$ cat config.mk
export PLATFORM = sky130hd
export DESIGN_NAME = srbs_bound
export DESIGN_NICKNAME = d
export VERILOG_FILES = /design/src/design/srbs_pkg.sv /design/src/design/srbs_bound.sv
export SDC_FILE = /design/constraint.sdc
export NUM_CORES = 1
export LEC_CHECK = 0
export BUFFER_PORTS_ARGS = -buffer_cell sky130_fd_sc_hd__buf_4
export CAP_MARGIN = 20
export CORE_ASPECT_RATIO = 0.5
export CORE_MARGIN = 5
export CORE_UTILIZATION = 55
export DETAILED_ROUTE_END_ITERATION = 7
export PLACE_DENSITY_LB_ADDON = 0.08
export SYNTH_ARGS = -nofsm -noshare
export SYNTH_HDL_FRONTEND = slang
export SYNTH_SLANG_ARGS = --single-unit
export TNS_END_PERCENT = 1
$ cat constraint.sdc
create_clock -name clk -period 8 [get_ports clk]
set_input_delay 1.6 -clock clk [delete_from_list [all_inputs] [get_ports clk]]
set_output_delay 1.6 -clock clk [all_outputs]
set_load 0.01 [all_outputs]
$ cat src/design/srbs_pkg.sv
// shared types and constants for the sorted range bounds search block
// no dependencies; imported by srbs_bound and sorted_range_bounds_search
package srbs_pkg;

  localparam int KEY_W = 32;  // table entry and key width
  localparam int IDX_W = 10;  // write index field width
  localparam int CNT_W = 11;  // used_count register width
  localparam int POS_W = 11;  // signed result position width

  // item opcodes
  localparam logic OP_WRITE = 1'b0;
  localparam logic OP_QUERY = 1'b1;

  // position reported when the key is absent (-1)
  localparam logic [POS_W-1:0] NOT_FOUND = '1;

  // status of one bound search engine
  typedef struct packed {
    logic done;   // no probe outstanding, pos is final
    logic match;  // entry at the last hit probe equals the key
  } bound_status_t;

endpackage

$ cat src/design/srbs_bound.sv
// one binary search engine (lower or upper bound) over the table memory
// depends on srbs_pkg; the memory read port lives in the top level
module srbs_bound #(
  parameter int CW     = 11,
  parameter int AW     = 10,
  parameter bit STRICT = 1'b0
) (
  input  logic                               clk,
  input  logic                               rst,
  input  logic                               start,
  input  logic [CW-1:0]                      n,
  input  logic signed [srbs_pkg::KEY_W-1:0]  key,
  input  logic signed [srbs_pkg::KEY_W-1:0]  rd_data,
  output logic [AW-1:0]                      rd_addr,
  output logic [CW-1:0]                      pos,
  output srbs_pkg::bound_status_t            status
);
  import srbs_pkg::*;

  logic [CW-1:0]            lo, lo_next;
  logic [CW-1:0]            hi, hi_next;   // exclusive upper limit
  logic [CW-1:0]            mid;           // address of the probe in flight
  logic [CW-1:0]            mid_next;
  logic [CW:0]              mid_sum;
  logic                     busy, busy_next;
  logic                     match, match_next;
  logic signed [KEY_W-1:0]  key_reg;
  logic                     hit;

  assign hit = STRICT ? (rd_data > key_reg) : (rd_data >= key_reg);

  always_comb begin
    lo_next    = lo;
    hi_next    = hi;
    match_next = match;
    priority if (start) begin
      lo_next    = '0;
      hi_next    = n;
      match_next = 1'b0;
    end else if (busy) begin
      if (hit) begin
        hi_next    = mid;
        match_next = (rd_data == key_reg);
      end else begin
        lo_next = mid + CW'(1);
      end
    end else begin
      // no search in progress, window holds
      lo_next = lo;
    end
    busy_next = (start || busy) ? (lo_next < hi_next) : 1'b0;
    mid_sum   = {1'b0, lo_next} + {1'b0, hi_next} - (CW+1)'(1);
    mid_next  = mid_sum[CW:1];
  end

  // next probe address goes straight to the registered memory read
  assign rd_addr = AW'(mid_next);

  always_ff @(posedge clk) begin
    if (rst) begin
      lo    <= '0;
      hi    <= '0;
      busy  <= 1'b0;
      match <= 1'b0;
    end else begin
      lo    <= lo_next;
      hi    <= hi_next;
      busy  <= busy_next;
      match <= match_next;
    end
    mid <= mid_next;
    if (start) begin
      key_reg <= key;
    end
  end

  assign pos          = lo;
  assign status.done  = !busy;
  assign status.match = match;

  a_busy_open: assert property (@(posedge clk) disable iff (rst) busy |-> lo < hi)
    else $error("search window empty while a probe is outstanding");
  a_done_closed: assert property (@(posedge clk) disable iff (rst) !busy |-> lo == hi)
    else $error("search window not closed at completion");
  a_probe_in_window: assert property (@(posedge clk) disable iff (rst)
    busy |-> (mid >= lo && mid < hi))
    else $error("probe address outside the search window");

endmodule

==> impl_metrics.yaml <==
detailed_routing:
  detail_route.first_pass.iterations: 4
  drt-wirelength-per-cell_um: 14.7
  remaining_drc_errors: 0
  vias_per_cell: 5.06
  ant_nets: 0
  dr.first_iter.drc_count: 168
  detailroute.via_count: 3215
  totalWireLength_mm: 9.34
synth:
  syn_avg_cell_area_um2: 10.4
  asyncSetResetFlopFracSynth_pct: 0
  ys_types: 51
  muxShareOfSynthArea_pct: 12.1
  adder_cell_area_share_of_the_yosys_netlist_pct: 18.4
  synth_sequential_area_ratio_pct: 37.9
  synth_xor_xnor_area_share_pct: 3.00
  synthCells: 423
  syn_nets: 564
  synth_enable_flop_cells: 32
  synth-compound-area-share_pct: 8.62
  ys_seq_elements: 67
  synth_area_um2: 4380
  synth_simple_gate_area_share_pct: 11.7
  synth_ff_type: "dfxtp_1"
  synth_top_family_by_area: "adder cells"
  synth.yosys.warnings: 0
clocking:
  cts_root_buffer: "clkbuf_16"
  post_cts_resize_count: 0
  cts.sinks: 67
  clkLatencyLatePin_ns: 0.33
  post_cts_repair_setup_buffers: 0
  cts_made_buffers: 9
  cts_max_path_buffers: 2
  cts_tree: "built"
  cts_max_level: 3
  cts.reportedPaths.clkPinSlew_ns: 0.05
  cts.hold.buffers_added: 0
pwr:
  seqPwrFrac_pct: 28.0
  cellPowerDensity_nw_per_um2: 303
  clock_power_share_pct: 25.3
  static_leakage_nw: 2.61
  comb_power_share_pct: 46.7
  irDropWorstVdd_v: 0.000261
  p_sw_mw: 0.588
  p_int_mw: 1.09
  p_sw_share_pct: 35.1
floorplanning:
  initial_standard_cell_utilization_of_the_core_pct: 55.6
  fp.dieArea_um2: 9960
  die_h_um: 73.1
  core_area_um2: 7890
  std_cell_rows: 23
  die_width_um: 136
  io_pins: 101
run_status:
  status: "finished clean"
critical_path:
  crit_path_top_delay_cell: "o221ai_2"
  cp_slowest_stage_delay_ns: 0.52
  critPathArrivalTime_ns: 6.12
  worst_path_dominant_cell_family: "compound AO/OA/AOI/OAI gates"
  critical_path.n_buffers_inverters: 4
  worstPathCellList: "buf_4 > ha_1 > nand4_2 > nor3_1 > a211oi_2 > o21a_1 > o221ai_2 > buf_4 > mux2_1 > mux2i_1 > nand2_1 > ha_1 > inv_1 > fa_1 > nor2b_1 > o211a_1 > o21a_1 > o21a_1 > o21ai_0 > a21boi_1 > nor2_1 > buf_4"
  timing.critical_path.to_type: "output pin"
  worst-path-max-fanout: 7
  critical_path.startpoint_type: "primary input"
  critical_path_class: "primary input to output pin"
  timing.rr.start: "key_reg[31]"
  r2r_end: "mid[10]"
  critPathRequiredTime_ns: 6.40
  reg2reg_depth: 22
  reg2reg_slack_ns: 3.12
hold_path:
  worstHoldPathCells: 2
  min_to: "match"
  hold_start: "match"
  hold_path_class: "flop to flop"
global_routing:
  first_global_vias: 3180
  first_pass_grt_wire_length_mm: 15.0
  grt_antenna_before_repair: 0
  grt_use_total_pct: 19.5
  grt_max_degree: 53
  grt-ovfl-total: 0
timing:
  number_of_failing_hold_endpoints_at_the_final_stage: 0
  worst_slew_pin_slew_ns: 0.727
  final-max-slew-violation-count: 0
  clock_skew_after_layout_ns: 0.00470
  setup_tns_ns: 0
  final.period_utilization_pct: 96.5
  period_minus_ws_final_ns: 7.72
  grt_setup_unrepaired: "yes"
  setup_violations: 0
  relSlewSlack_pct: 51.5
  highest_achievable_clock_rate_mhz: 129
layout:
  layout.cells.most_common_list: "buf_4 (103), ha_1 (62), inv_1 (61)"
  design.final.nets: 659
  final_util_pct: 70.2
  largest_register_ffs: 32
  drive_above_1_share_pct: 28.3
  n_fill_cell: 644
  final_common_cell: "buf_4"
  syn2layout_area_growth_pct: 26.3
  diodes: 0
placed_design:
  numPortBuffers: 100
  detailed_place_hpwl_mm: 7.10
  globalplace.congestion: 0.870
flow_run:
  maxCapViolCount: 0
area by class of cell:
class | count | area (µm²) | area share [%]
Tap cell | 112 | 140 | 2.53
Multi-Input combinational cell | 275 | 2400 | 43.4
Clock buffer | 11 | 243 | 4.39
Sequential cell | 67 | 1660 | 30.0
Inverter | 61 | 229 | 4.14
Timing Repair Buffer | 104 | 785 | 14.2
Clock inverter | 5 | 76.3 | 1.38
logic make-up after synthesis:
| group | Yosys count |
|---|---|
| simple gates | 104 |
| buf+inv | 81 |
| xor+xnor | 15 |
| fa+ha+maj | 64 |
| compound gates | 56 |
| flops | 67 |
| mux | 36 |
per-layer routing:
metal	track usage [%]	up-vias	wire length, µm
li1	-	1647	-
met1	25.6	1470	4380
met2	31.5	86	4150
met3	6.13	12	673
met4	5.47	0	123
met5	0	-	0
cell usage after synthesis, drive strengths merged, types with 2 or more instances:
library cell  instances  area, µm²
mux2i                24        357
o21bai                2       15.0
nor2                 34        128
ha                   62        776
nor2b                 4       25.0
a21o                  3       22.5
xor2                  8       70.1
nor3                 16       80.1
nand3                 9       45.0
nor4                  3       25.0
and3                  2       12.5
nand4                 9       62.6
or2                  10       62.6
nand2                14       52.6
buf                  14        110
inv                  61        229
mux2                 12        173
xnor2                 7       61.3
nand2b                3       21.3
a21oi                20        100
o21ai                11       55.1
o211ai                2       15.0
dfxtp                35        701
clkbuf                6       22.5
a21boi                3       22.5
edfxtp               32        961
o21a                  3       22.5
worst min-delay path, delay by kind of cell (launching register included):
| family | cells | cell delay [ns] |
|---|---|---|
| and+or+nand+nor | 1 | 0.05 |
| AOI/OAI and AO/OA | 1 | 0.12 |
| DFF | 1 | 0.31 |
worst max-delay path by stage:
stage / start / to / slack (ns) / depth (start not counted)
floorplan: rd_data[31] / rd_addr[9] / 0.63 / 21
global placement: rd_data[31] / rd_addr[9] / 0.36 / 22
detailed placement: rd_data[31] / rd_addr[9] / 0.24 / 22
CTS: rd_data[31] / rd_addr[9] / 0.17 / 22
global route: rd_data[31] / rd_addr[8] / 0.0009 / 22
finish: rd_data[31] / rd_addr[8] / 0.28 / 22
power by group through the flow:
stage / combinational (mW) / sequential, mW / clock, mW
3_5_place_dp: 0.760 / 0.476 / 0
4_1_cts: 0.767 / 0.469 / 0.434
3_3_place_gp: 0.753 / 0.475 / 0
5_1_grt: 0.867 / 0.476 / 0.452
6_report: 0.782 / 0.469 / 0.424
2_1_floorplan: 0.597 / 0.465 / 0
through the flow:
stage                     setup WS (ns)  area (µm²)  hold WS, ns  cells  power [mW]
after global routing           0.000929        5530        0.594    635        1.80
after global placement            0.363        5170        0.516    619        1.23
final                             0.277        5530        0.541    635        1.67
after CTS                         0.174        5490        0.552    635        1.67
after detailed placement          0.241        5170        0.525    619        1.24
after floorplan                   0.630        4380        0.489    423        1.06
Power figures use the tool's default switching activity.
